### src/rtl/time_sync_retry_scheduler_defines.svh
// Assertion macros for the time sync retry scheduler.
// Used by the top level only; expects clk and rst_n in scope.
`ifndef TIME_SYNC_RETRY_SCHEDULER_DEFINES_SVH
`define TIME_SYNC_RETRY_SCHEDULER_DEFINES_SVH

// Same-cycle implication, held off during reset
`define TSRS_ASSERT_NOW(label, ante, cons) \
    label: assert property (@(posedge clk) disable iff (!rst_n) (ante) |-> (cons)) \
        else $error("tsrs: same-cycle check failed");

// Next-cycle implication, held off during reset
`define TSRS_ASSERT_NEXT(label, ante, cons) \
    label: assert property (@(posedge clk) disable iff (!rst_n) (ante) |=> (cons)) \
        else $error("tsrs: next-cycle check failed");

`endif

### src/rtl/tsrs_pkg.sv
// Package for the time sync retry scheduler: request and result types,
// configuration register set, register indexes and reset values. No dependencies.
`default_nettype none

package tsrs_pkg;

    localparam int TSRS_TIME_BITS_DEF = 32;

    localparam int CFG_IDX_W = 3;

    // register indexes on the configuration port
    localparam logic [CFG_IDX_W-1:0] CFG_STABLE_DELAY  = 3'd0;
    localparam logic [CFG_IDX_W-1:0] CFG_BOOT_RETRY    = 3'd1;
    localparam logic [CFG_IDX_W-1:0] CFG_BOOT_MAX      = 3'd2;
    localparam logic [CFG_IDX_W-1:0] CFG_ROUTINE_PER   = 3'd3;
    localparam logic [CFG_IDX_W-1:0] CFG_ROUNDS_PER_Q  = 3'd4;
    localparam logic [CFG_IDX_W-1:0] CFG_MIN_VALID     = 3'd5;
    localparam logic [CFG_IDX_W-1:0] CFG_QUERY_TIMEOUT = 3'd6;

    // reset values
    localparam logic [31:0] RST_STABLE_DELAY  = 32'd60000;
    localparam logic [31:0] RST_BOOT_RETRY    = 32'd30000;
    localparam logic [7:0]  RST_BOOT_MAX      = 8'd10;
    localparam logic [31:0] RST_ROUTINE_PER   = 32'd3000000;
    localparam logic [7:0]  RST_ROUNDS_PER_Q  = 8'd6;
    localparam logic [31:0] RST_MIN_VALID     = 32'd1700000000;
    localparam logic [31:0] RST_QUERY_TIMEOUT = 32'd10000;

    typedef enum logic [1:0] {
        OUTCOME_NONE    = 2'd0,
        OUTCOME_SUCCESS = 2'd1,
        OUTCOME_TIMEOUT = 2'd2
    } outcome_t;

    typedef struct packed {
        logic [31:0] query_timeout_ms;
        logic [31:0] min_valid_time;
        logic [7:0]  rounds_per_query;
        logic [31:0] routine_period_ms;
        logic [7:0]  boot_try_limit;
        logic [31:0] boot_retry_ms;
        logic [31:0] stable_delay_ms;
    } cfg_t;

    // one poll request, last field in the lowest bits
    typedef struct packed {
        logic [31:0] returned_time;
        logic        clock_aligned;
        logic        link_up;
        logic [31:0] now_ms;
    } item_t;

    // one result, last field in the lowest bits
    typedef struct packed {
        logic [7:0]  boot_attempts_used;
        logic        synced_once;
        logic        query_pending;
        logic [31:0] time_to_store;
        outcome_t    query_outcome;
        logic        start_query;
    } result_t;

    localparam int ITEM_W   = $bits(item_t);
    localparam int RESULT_W = $bits(result_t);
    localparam int S_DATA_W = ((ITEM_W + 7) / 8) * 8;
    localparam int M_DATA_W = ((RESULT_W + 7) / 8) * 8;

endpackage

`default_nettype wire

### src/rtl/tsrs_cfg.sv
// Configuration register set of the time sync retry scheduler.
// Depends on tsrs_pkg.
`default_nettype none

module tsrs_cfg (
    input  wire logic                          clk,
    input  wire logic                          rst_n,
    input  wire logic                          wr_en,
    input  wire logic [tsrs_pkg::CFG_IDX_W-1:0] wr_index,
    input  wire logic [31:0]                   wr_data,
    output tsrs_pkg::cfg_t                     cfg
);
    import tsrs_pkg::*;

    cfg_t cfg_reg;
    cfg_t cfg_next;

    always_comb
    begin
        cfg_next = cfg_reg;
        if (wr_en)
        begin
            unique case (wr_index)
                CFG_STABLE_DELAY:  cfg_next.stable_delay_ms   = wr_data;
                CFG_BOOT_RETRY:    cfg_next.boot_retry_ms     = wr_data;
                CFG_BOOT_MAX:      cfg_next.boot_try_limit    = wr_data[7:0];
                CFG_ROUTINE_PER:   cfg_next.routine_period_ms = wr_data;
                CFG_ROUNDS_PER_Q:  cfg_next.rounds_per_query  = wr_data[7:0];
                CFG_MIN_VALID:     cfg_next.min_valid_time    = wr_data;
                CFG_QUERY_TIMEOUT: cfg_next.query_timeout_ms  = wr_data;
                default:           cfg_next = cfg_reg;  // unmapped index: ignored
            endcase
        end
    end

    always_ff @(posedge clk or negedge rst_n)
    begin
        if (!rst_n)
        begin
            cfg_reg.stable_delay_ms   <= RST_STABLE_DELAY;
            cfg_reg.boot_retry_ms     <= RST_BOOT_RETRY;
            cfg_reg.boot_try_limit    <= RST_BOOT_MAX;
            cfg_reg.routine_period_ms <= RST_ROUTINE_PER;
            cfg_reg.rounds_per_query  <= RST_ROUNDS_PER_Q;
            cfg_reg.min_valid_time    <= RST_MIN_VALID;
            cfg_reg.query_timeout_ms  <= RST_QUERY_TIMEOUT;
        end
        else
        begin
            cfg_reg <= cfg_next;
        end
    end

    assign cfg = cfg_reg;

endmodule

`default_nettype wire

### src/rtl/tsrs_core.sv
// Scheduler state and single-pass update logic for one poll request.
// Depends on tsrs_pkg; driven from the top level's input register.
`default_nettype none

module tsrs_core #(
    parameter int TIME_BITS = tsrs_pkg::TSRS_TIME_BITS_DEF
) (
    input  wire logic    clk,
    input  wire logic    rst_n,
    input  wire logic    advance,
    input  tsrs_pkg::item_t   item,
    input  tsrs_pkg::cfg_t    cfg,
    output tsrs_pkg::result_t result
);
    import tsrs_pkg::*;

    // compare width: time differences against 32-bit settings
    localparam int CMP_W = (TIME_BITS > 32) ? TIME_BITS : 32;

    logic                 pending_reg,      pending_next;
    logic                 synced_reg,       synced_next;
    logic [TIME_BITS-1:0] link_since_reg,   link_since_next;
    logic [TIME_BITS-1:0] last_attempt_reg, last_attempt_next;
    logic [TIME_BITS-1:0] last_round_reg,   last_round_next;
    logic [TIME_BITS-1:0] query_start_reg,  query_start_next;
    logic [7:0]           boot_count_reg,   boot_count_next;
    logic [7:0]           round_count_reg,  round_count_next;

    logic [TIME_BITS-1:0] now_t;
    logic                 fresh;
    logic [TIME_BITS-1:0] since_eff;
    logic [TIME_BITS-1:0] attempt_eff;
    logic [7:0]           boot_eff;
    logic [7:0]           round_inc;
    logic                 timed_out;
    logic                 is_stable;
    logic                 boot_due;
    logic                 round_due;
    logic                 start;
    outcome_t             outcome;
    logic [31:0]          store;

    assign now_t       = TIME_BITS'(item.now_ms);
    assign fresh       = (link_since_reg == '0);
    assign since_eff   = fresh ? now_t : link_since_reg;
    assign attempt_eff = fresh ? '0 : last_attempt_reg;
    assign boot_eff    = fresh ? 8'd0 : boot_count_reg;
    assign round_inc   = round_count_reg + 8'd1;

    assign timed_out = CMP_W'(TIME_BITS'(now_t - query_start_reg))
                       >= CMP_W'(cfg.query_timeout_ms);
    assign is_stable = CMP_W'(TIME_BITS'(now_t - since_eff))
                       >= CMP_W'(cfg.stable_delay_ms);
    assign boot_due  = CMP_W'(TIME_BITS'(now_t - attempt_eff))
                       >= CMP_W'(cfg.boot_retry_ms);
    assign round_due = CMP_W'(TIME_BITS'(now_t - last_round_reg))
                       >= CMP_W'(cfg.routine_period_ms);

    always_comb
    begin
        pending_next      = pending_reg;
        synced_next       = synced_reg;
        link_since_next   = link_since_reg;
        last_attempt_next = last_attempt_reg;
        last_round_next   = last_round_reg;
        query_start_next  = query_start_reg;
        boot_count_next   = boot_count_reg;
        round_count_next  = round_count_reg;
        start             = 1'b0;
        outcome           = OUTCOME_NONE;
        store             = '0;

        if (pending_reg)
        begin
            // only answer / timeout checks while a query is out
            if (item.returned_time >= cfg.min_valid_time)
            begin
                pending_next    = 1'b0;
                synced_next     = 1'b1;
                last_round_next = now_t;
                outcome         = OUTCOME_SUCCESS;
                store           = item.returned_time;
            end
            else if (timed_out)
            begin
                pending_next = 1'b0;
                outcome      = OUTCOME_TIMEOUT;
            end
        end
        else if (!item.link_up)
        begin
            link_since_next = '0;
        end
        else
        begin
            link_since_next   = since_eff;
            last_attempt_next = attempt_eff;
            boot_count_next   = boot_eff;
            if (is_stable)
            begin
                if (!synced_reg && (boot_eff < cfg.boot_try_limit))
                begin
                    if (boot_due)
                    begin
                        last_attempt_next = now_t;
                        boot_count_next   = boot_eff + 8'd1;
                        start             = 1'b1;
                    end
                end
                else if (round_due)
                begin
                    last_round_next = now_t;
                    if (!item.clock_aligned)
                    begin
                        start = 1'b1;
                    end
                    else if (round_inc >= cfg.rounds_per_query)
                    begin
                        round_count_next = 8'd0;
                        start            = 1'b1;
                    end
                    else
                    begin
                        round_count_next = round_inc;
                    end
                end
            end
        end

        if (start)
        begin
            pending_next     = 1'b1;
            query_start_next = now_t;
        end
    end

    always_ff @(posedge clk or negedge rst_n)
    begin
        if (!rst_n)
        begin
            pending_reg      <= 1'b0;
            synced_reg       <= 1'b0;
            link_since_reg   <= '0;
            last_attempt_reg <= '0;
            last_round_reg   <= '0;
            query_start_reg  <= '0;
            boot_count_reg   <= '0;
            round_count_reg  <= '0;
        end
        else if (advance)
        begin
            pending_reg      <= pending_next;
            synced_reg       <= synced_next;
            link_since_reg   <= link_since_next;
            last_attempt_reg <= last_attempt_next;
            last_round_reg   <= last_round_next;
            query_start_reg  <= query_start_next;
            boot_count_reg   <= boot_count_next;
            round_count_reg  <= round_count_next;
        end
    end

    assign result.start_query        = start;
    assign result.query_outcome      = outcome;
    assign result.time_to_store      = store;
    assign result.query_pending      = pending_next;
    assign result.synced_once        = synced_next;
    assign result.boot_attempts_used = boot_count_next;

endmodule

`default_nettype wire

### src/rtl/time_sync_retry_scheduler.sv
// Top level of the time sync retry scheduler: input and result registers,
// handshakes, configuration set and scheduler core. Depends on tsrs_pkg,
// tsrs_cfg, tsrs_core and time_sync_retry_scheduler_defines.svh.
//
//  channel  | dir | handshake             | payload
//  ---------+-----+-----------------------+-------------------------------------
//  s_       | in  | s_tvalid / s_tready   | s_tdata: one poll request
//  m_       | out | m_tvalid / m_tready   | m_tdata: one result per request
//  cfg_     | in  | cfg_valid / cfg_ready | cfg_index, cfg_data: register write
//
// One request in, one result out, one per cycle sustained while m_tready is high.
// A request is held in the input register; the scheduler update runs as one pass
// from there into the result register.
// Reset (rst_n low) clears all scheduler state and restores register defaults.
// A stalled result holds in the result register; the input register still
// takes a request whenever it is empty or moving on in that cycle.
// cfg_ready is always high; writes are expected only while the block is idle.
`default_nettype none
`include "time_sync_retry_scheduler_defines.svh"

module time_sync_retry_scheduler #(
    parameter int TIME_BITS = tsrs_pkg::TSRS_TIME_BITS_DEF
) (
    input  wire logic                            clk,
    input  wire logic                            rst_n,
    // poll requests
    input  wire logic                            s_tvalid,
    output logic                                 s_tready,
    // [31:0] now_ms, [32] link_up, [33] clock_aligned, [65:34] returned_time,
    // [71:66] zero
    input  wire logic [tsrs_pkg::S_DATA_W-1:0]   s_tdata,
    // results
    output logic                                 m_tvalid,
    input  wire logic                            m_tready,
    // [0] start_query, [2:1] query_outcome, [34:3] time_to_store,
    // [35] query_pending, [36] synced_once, [44:37] boot_attempts_used,
    // [47:45] zero
    output logic [tsrs_pkg::M_DATA_W-1:0]        m_tdata,
    // configuration writes
    input  wire logic                            cfg_valid,
    output logic                                 cfg_ready,
    input  wire logic [tsrs_pkg::CFG_IDX_W-1:0]  cfg_index,
    input  wire logic [31:0]                     cfg_data
);
    import tsrs_pkg::*;

    cfg_t    cfg;
    item_t   in_item_reg;
    logic    in_valid_reg;
    result_t core_result;
    result_t out_reg;
    logic    out_valid_reg;
    logic    advance;
    logic    in_take;

    // request moves through the core when the result register can take it
    assign advance  = in_valid_reg && (!out_valid_reg || m_tready);
    assign s_tready = !in_valid_reg || advance;
    assign in_take  = s_tvalid && s_tready;

    assign cfg_ready = 1'b1;

    tsrs_cfg u_cfg (
        .clk      (clk),
        .rst_n    (rst_n),
        .wr_en    (cfg_valid && cfg_ready),
        .wr_index (cfg_index),
        .wr_data  (cfg_data),
        .cfg      (cfg)
    );

    tsrs_core #(
        .TIME_BITS (TIME_BITS)
    ) u_core (
        .clk     (clk),
        .rst_n   (rst_n),
        .advance (advance),
        .item    (in_item_reg),
        .cfg     (cfg),
        .result  (core_result)
    );

    // handshake flags
    always_ff @(posedge clk or negedge rst_n)
    begin
        if (!rst_n)
        begin
            in_valid_reg  <= 1'b0;
            out_valid_reg <= 1'b0;
        end
        else
        begin
            if (in_take)
                in_valid_reg <= 1'b1;
            else if (advance)
                in_valid_reg <= 1'b0;

            if (advance)
                out_valid_reg <= 1'b1;
            else if (m_tready)
                out_valid_reg <= 1'b0;
        end
    end

    // payload registers, no reset
    always_ff @(posedge clk)
    begin
        if (in_take)
            in_item_reg <= item_t'(s_tdata[ITEM_W-1:0]);
        if (advance)
            out_reg <= core_result;
    end

    assign m_tvalid = out_valid_reg;
    assign m_tdata  = M_DATA_W'(out_reg);

    // ---------------------------------------------------------------------
    // checks on internal consistency
    // ---------------------------------------------------------------------
    `TSRS_ASSERT_NEXT(a_advance_fills_out, advance, out_valid_reg)
    `TSRS_ASSERT_NEXT(a_in_held_until_used, in_valid_reg && !advance, in_valid_reg)
    `TSRS_ASSERT_NOW(a_start_leaves_pending, out_valid_reg && out_reg.start_query,
        out_reg.query_pending && (out_reg.query_outcome == OUTCOME_NONE))
    `TSRS_ASSERT_NOW(a_success_marks_synced,
        out_valid_reg && (out_reg.query_outcome == OUTCOME_SUCCESS),
        out_reg.synced_once && !out_reg.query_pending)

endmodule

`default_nettype wire

### config.mk
export PLATFORM = sky130hd
export DESIGN_NAME = time_sync_retry_scheduler
export DESIGN_NICKNAME = d
export VERILOG_FILES = /design/src/rtl/tsrs_pkg.sv /design/src/rtl/tsrs_cfg.sv /design/src/rtl/tsrs_core.sv /design/src/rtl/time_sync_retry_scheduler.sv
export VERILOG_INCLUDE_DIRS = /design/src /design/src/rtl
export SDC_FILE = /design/constraint.sdc
export NUM_CORES = 1
export LEC_CHECK = 0
export ABC_AREA = 1
export BUFFER_PORTS_ARGS = -buffer_cell sky130_fd_sc_hd__buf_2
export CAP_MARGIN = 20
export CORE_MARGIN = 2
export CORE_UTILIZATION = 40
export DETAILED_ROUTE_END_ITERATION = 16
export PLACE_DENSITY = 0.58
export SYNTH_ARGS = -nofsm -noshare
export SYNTH_HDL_FRONTEND = slang
export SYNTH_SLANG_ARGS = --single-unit
### constraint.sdc
create_clock -name clk -period 5.9 [get_ports clk]
set_input_delay 1.18 -clock clk [delete_from_list [all_inputs] [get_ports clk]]
set_output_delay 1.18 -clock clk [all_outputs]
set_load 0.1 [all_outputs]
# After elaboration in Yosys (flattened, before gate mapping)
# Index checks and enable logic that the tools add are counted.
[totals] latchBits=0 romBits=0 ram_bits=0 regBits=435 wordCells=119 mem_count=0 input_bits=112
[op_classes] add_sub_neg=6 bitwise_logic=2 n_mul=0 n_shift=0 order_cmp=7 n_eq_ne=8 reduce_logical=29 n_mux=39 div_mod_pow=0
[ops] operator="2-to-1 mux 32 bit" count=12
[ops] operator=">= comparator 32 bit" count=5
[ops] operator="subtractor 32 bit" count=4
[ops] operator="2-to-1 mux 8 bit" count=7
[ops] operator="zero test 32 bit" count=1
[ops] operator="AND reduction 2 bit" count=10
[ops] operator="2-to-1 mux 1 bit" count=19
[ops] operator="adder 8 x 1 -> 8 bit (second input constant)" count=2
[ops] operator="nonzero test 2 bit" count=5
[ops] operator="equality test 3 bit (second input constant)" count=3
[ops] operator=">= comparator 8 bit" count=1
[ops] operator="less-than comparator 8 bit" count=1
[ops] operator="AND reduction 7 bit" count=1
[ops] operator="equality test 3 x 2 -> 1 bit (second input constant)" count=2
[ops] operator="AND reduction 6 bit" count=1
[ops] operator="equality test 3 x 1 -> 1 bit (second input constant)" count=1
[ops] operator="logical AND 1 bit" count=3
[ops] operator="zero test 1 bit" count=3
[ops] operator="zero test 3 bit" count=1
[ops] operator="AND reduction 3 bit" count=1
[ops] operator="logical OR 1 bit" count=2
[ops] operator="2-to-1 mux 2 bit" count=1
[ops] operator="inequality test 2 x 1 -> 1 bit (second input constant)" count=1
[ops] operator="inequality test 2 bit (second input constant)" count=1
[ops] operator="2 further kinds" count=3

# Logic depth before layout (Yosys ltp)
[depth] word_depth=10 mapped_depth=38 ltp_nobuf=36

# Modules after synthesis
# From an unflattened synthesis, not the netlist that was laid out.
[hier_totals] hier_cells=3585 hier_area_um2=28334.7
[by_module_without_submodules] module="tsrs_core" area_each_um2=18012.3 seq_area_each_um2=3653.5 cells_each=2687 n_inst=1
[by_module_without_submodules] module="tsrs_cfg" area_each_um2=6856.6 seq_area_each_um2=4461.8 cells_each=769 n_inst=1
[by_module_without_submodules] module="time_sync_retry_scheduler" area_each_um2=3465.8 seq_area_each_um2=3383.2 cells_each=129 n_inst=1

# Least setup slack after synthesis
# OpenSTA, ideal clock, no wires.
[synth_timing] path_type="register -> register" startpoint="register u_core.link_since_reg[31]" endpoint="register out_reg (netlist bit m_tdata[44]), data pin" t_arrival_ns=4.769 required_ns=5.633 setup_slack_ns=0.864 path_stages_with_launch=36 path_buffers=4 setup_ns=0.267 path_cell_list="dfrtp_1 -> nor2_1 -> nand2_1 -> nor2_1 -> nand2_1 -> nor2_1 -> buf_2 -> inv_1 -> buf_2 -> buf_1 -> nor2_1 -> nor2_1 -> inv_1 -> ha_1 -> fa_1 -> o21ai_2 -> a21oi_1 -> o21ai_1 -> a21oi_1 -> or2_2 -> o21ai_1 -> a21oi_1 -> xnor2_1 -> ha_1 -> nand2_1 -> o21ai_0 -> nand2_1 -> a21oi_1 -> nor2_1 -> nand3_2 -> nand4_4 -> buf_2 -> nor2_1 -> nor2_1 -> nand2_1 -> o21ai_0"
[synth_rtl] item="start: declaration" line="tsrs_core.sv:22" rtl="logic [TIME_BITS-1:0] link_since_reg, link_since_next;"
[synth_rtl] item="start signal: assignment" line="tsrs_core.sv:154" rtl="link_since_reg <= link_since_next;"
[synth_rtl] item="end signal: assignment" line="time_sync_retry_scheduler.sv:111" rtl="out_reg <= core_result;"
[synth_rtl] item="end: declaration" line="time_sync_retry_scheduler.sv:51" rtl="result_t out_reg;"

# Worst setup path in the final report
[layout_timing] startpoint="register u_core.link_since_reg[15]" endpoint="register u_core.query_start_reg[4]"
[layout_between] elab_chain_len=10
[layout_lines] item="zero test 32 bit" line="tsrs_core.sv:44" rtl="assign fresh = (link_since_reg == '0);"
[layout_lines] item="2-to-1 mux 32 bit" line="tsrs_core.sv:46" rtl="assign attempt_eff = fresh ? '0 : last_attempt_reg;"
[layout_lines] item="subtractor 32 bit" line="tsrs_core.sv:54" rtl="assign boot_due = CMP_W'(TIME_BITS'(now_t - attempt_eff))"
[layout_lines] item=">= comparator 32 bit" line="tsrs_core.sv:55" rtl=">= CMP_W'(cfg.boot_retry_ms);"
[layout_lines] item="2-to-1 mux 1 bit" line="tsrs_core.sv:103" rtl="if (boot_due)"
[layout_lines] item="2-to-1 mux 1 bit" line="tsrs_core.sv:101" rtl="if (!synced_reg && (boot_eff < cfg.boot_try_limit))"
[layout_lines] item="2-to-1 mux 1 bit (*)" line="tsrs_core.sv:99" rtl="if (is_stable)"
[layout_lines] item="2-to-1 mux 1 bit (*)" line="tsrs_core.sv:90" rtl="else if (!item.link_up)"
[layout_lines] item="2-to-1 mux 1 bit (*)" line="tsrs_core.sv:73" rtl="if (pending_reg)"
[layout_lines] item="AND reduction 2 bit (no line) (*)"
[layout_lines] item="end signal: assignment" line="tsrs_core.sv:157" rtl="query_start_reg <= query_start_next;"
[layout_lines] item="end: declaration" line="tsrs_core.sv:25" rtl="logic [TIME_BITS-1:0] query_start_reg, query_start_next;"
# Every way passes the cells marked *; elsewhere a longest branch is shown, timed or not.
# A chain may end at the register's enable or synchronous reset.

==> metrics.md <==
| Metric | Value |
|---|---|
| Buf/Inv on CP | 10 |
| Final Wtd Congestion | 0.932 |
| Synth cell types | 51 |
| Initial Util | 0.405 |
| Synth async-reset ratio | 0.745 |
| CP peak stage delay | 0.40 ns |
| Largest register FFs | 176 |
| Area Overhead vs Synth | 15.9% |
| Final Util | 0.469 |
| Sequential-to-total area share from yosys stat | 0.414 |
| Input/output buffers | 152 |
| WHS | 0.470 ns |
| Hold WC Path Type | flip-flop to flip-flop |
| Clock transition at path regs | 0.06 ns |
| Post-Route Skew | 0.0302 ns |
| Drt drc | 0 |
| CP Capture Type | flip-flop |
| Worst path required time | 6.38 ns |
| Total CTS buffers | 52 |
| CP max-delay cell | dfrtp_1 |
| Power Dens Cells | 627 mW/mm^2 |
| Vias in the first global route | 22200 |
| DP Wirelength | 58800 um |
| Startpoint Class | flip-flop |
| DR vias/cell | 5.00 |
| Die Wd | 268 um |
| Lkg Pwr | 15.8 nW |
| Total power | 20.2 mW |
| Most frequent cells in the layout | nand2_1, inv_1, o21ai_0 |
| Core Region | 0.0687 mm^2 |
| Least-Margin Pin Slew | 1.01 ns |
| Post-Syn Area | 0.0278 mm^2 |
| Top fanout value on the critical path | 16 |
| GRT Total Usage | 0.215 |
| Status | finished, final reports clean |
| Routed len/inst | 16.7 um |
| Final min period | 5.53 ns |
| DR pass1 iterations | 7 |
| RSZ-0062 raised after global routing | false |
| Root Driver | clkbuf_16 |
| Arr. time, crit path | 6.01 ns |
| Max H-tree Level | 2 |
| Via count | 23300 |
| Clock Path Buffers | 3 |
| Top cell by count, worst path | nand2_1 |
| DP Cell Count | 4552 |
| Fill cell count | 6874 |
| Nets | 4102 |
| Number of synthesized flops with an enable pin | 111 |
| Share of cells above drive strength 1 | 0.119 |
| Fin area | 0.0322 mm^2 |
| First-pass GRT wire length | 120000 um |
| Final Max Tran Viols | 0 |
| MaxCap Viol Count | 0 |
| IO Pins | 163 |
| Initial antenna violation count | 2 |
| Cell Area, Placed | 0.0302 mm^2 |
| Antenna Nets Post-Route | 0 |
| Final non-filler cell total | 4659 |
| Max_slew headroom | 0.324 |
| Clock Latency Late Sink | 0.61 ns |
| Rows | 96 |
| Top FF cell, synth | dfrtp_1 |
| Pre-CTS setup slack | 0.175 ns |
| Post-route setup slack | 0.369 ns |
| GRT Residual Overflow | 0 |
| Setup CP Type | flip-flop to flip-flop |
| VDD IR max | 0.000513 V |
| Largest delay share family, worst path | simple AND/OR/NAND/NOR gates |
| Final Cycle Share | 0.937 |
| Die extent in y | 268 um |
| Die area | 0.0716 mm^2 |
| Clock tree from TritonCTS | yes |
| Post-Syn Area per Cell | 8.04 um^2 |
| Post-synthesis cell count | 3457 |
| Synthesized flop and latch total | 435 |
| DRT iter0 DRCs | 1771 |
| Fmax | 0.181 GHz |
| # setup viols final | 0 |
| Final hold violations | 0 |
| Sink Count | 435 |
| Final setup TNS | 0 ns |
| Commonest non-fill, non-tap cell in the layout | nand2_1 |
| Final wirelength | 77600 um |
| Warnings, synthesis | 0 |
| Largest net degree at the start of global routing | 110 |
[cells by family after synthesis]
group | Yosys count | synth area share
AND/OR/NAND/NOR | 1203 | 0.175
AO/OA/AOI/OAI | 769 | 0.147
buffers and inverters | 616 | 0.0853
flip-flops | 435 | 0.414
adder cells (fa/ha/maj) | 306 | 0.139
XOR/XNOR | 126 | 0.0397
other | 2 | 0.000270
[where the power goes]
| part | leakage [nW] | internal [mW] | switching, mW |
|---|---|---|---|
| registers | 5.16 | 3.80 | 0.383 |
| clock network | 0.848 | 1.90 | 1.34 |
| logic | 9.78 | 4.81 | 7.97 |
| total | 15.8 | 10.5 | 9.69 |
[Yosys cell counts (8+ instances only)]
cell type,instances,area (um^2)
xor2_1,82,718
o21ai_0,321,1610
nand2_1,789,2960
nor2_1,254,953
nand3_1,47,235
buf_4,10,75.1
a21oi_1,286,1430
o211ai_1,8,60.1
nand4_1,63,394
xnor2_1,44,385
a31oi_1,15,93.8
nor3_1,27,135
ha_1,302,3780
o21bai_1,14,105
dfrtp_1,278,6960
buf_2,16,80.1
o21ai_1,68,340
clkbuf_1,64,240
o21a_1,19,143
inv_1,520,1950
edfxtp_1,111,3330
dfstp_2,46,1210
[final cells by class]
class | count | area (um^2) | share of cell area
Antenna cell | 1 | 2.50 | 0.0000777
Clock buffer | 76 | 1530 | 0.0476
Timing Repair Buffer | 263 | 1780 | 0.0553
Inverter | 524 | 1970 | 0.0611
Clock inverter | 21 | 206 | 0.00641
Tap cell | 931 | 1160 | 0.0362
Sequential cell | 435 | 11500 | 0.357
Multi-Input combinational cell | 2408 | 14100 | 0.436
[worst paths after layout]
check,start,to,slack [ns],depth (start not counted)
hold / removal,u_core.query_start_reg[11],u_core.query_start_reg[11],0.47,2
max in group asynchronous,rst_n,u_cfg.cfg[47],4.17,2
setup reg to reg,u_core.link_since_reg[15],u_core.query_start_reg[4],0.37,36
setup / recovery,u_core.link_since_reg[15],u_core.query_start_reg[4],0.37,36
hold reg to reg,u_core.query_start_reg[11],u_core.query_start_reg[11],0.47,2
min in group asynchronous,rst_n,u_cfg.cfg[34],0.60,1
[worst min-delay path: stages (launching register included)]
cell,delay [ns]
dfrtp_1,0.34
nand2_1,0.05
nand2_1,0.04
[layer usage]
metal	vias up	track usage	share of wire
li1	11800	-	-
met1	10900	0.303	0.48
met2	476	0.349	0.45
met3	98	0.0289	0.050
met4	0	0.0550	0.023
met5	-	0	0
[what timing repair did]
item                                   4_1_cts  5_1_grt
hold buffers                                 0        0
endpoints found under the hold margin        0        0
gates resized for setup                      0       33
setup endpoints to repair                    0      123
buffers inserted                             0        3
No activity file was read; power rests on OpenSTA's default activity.
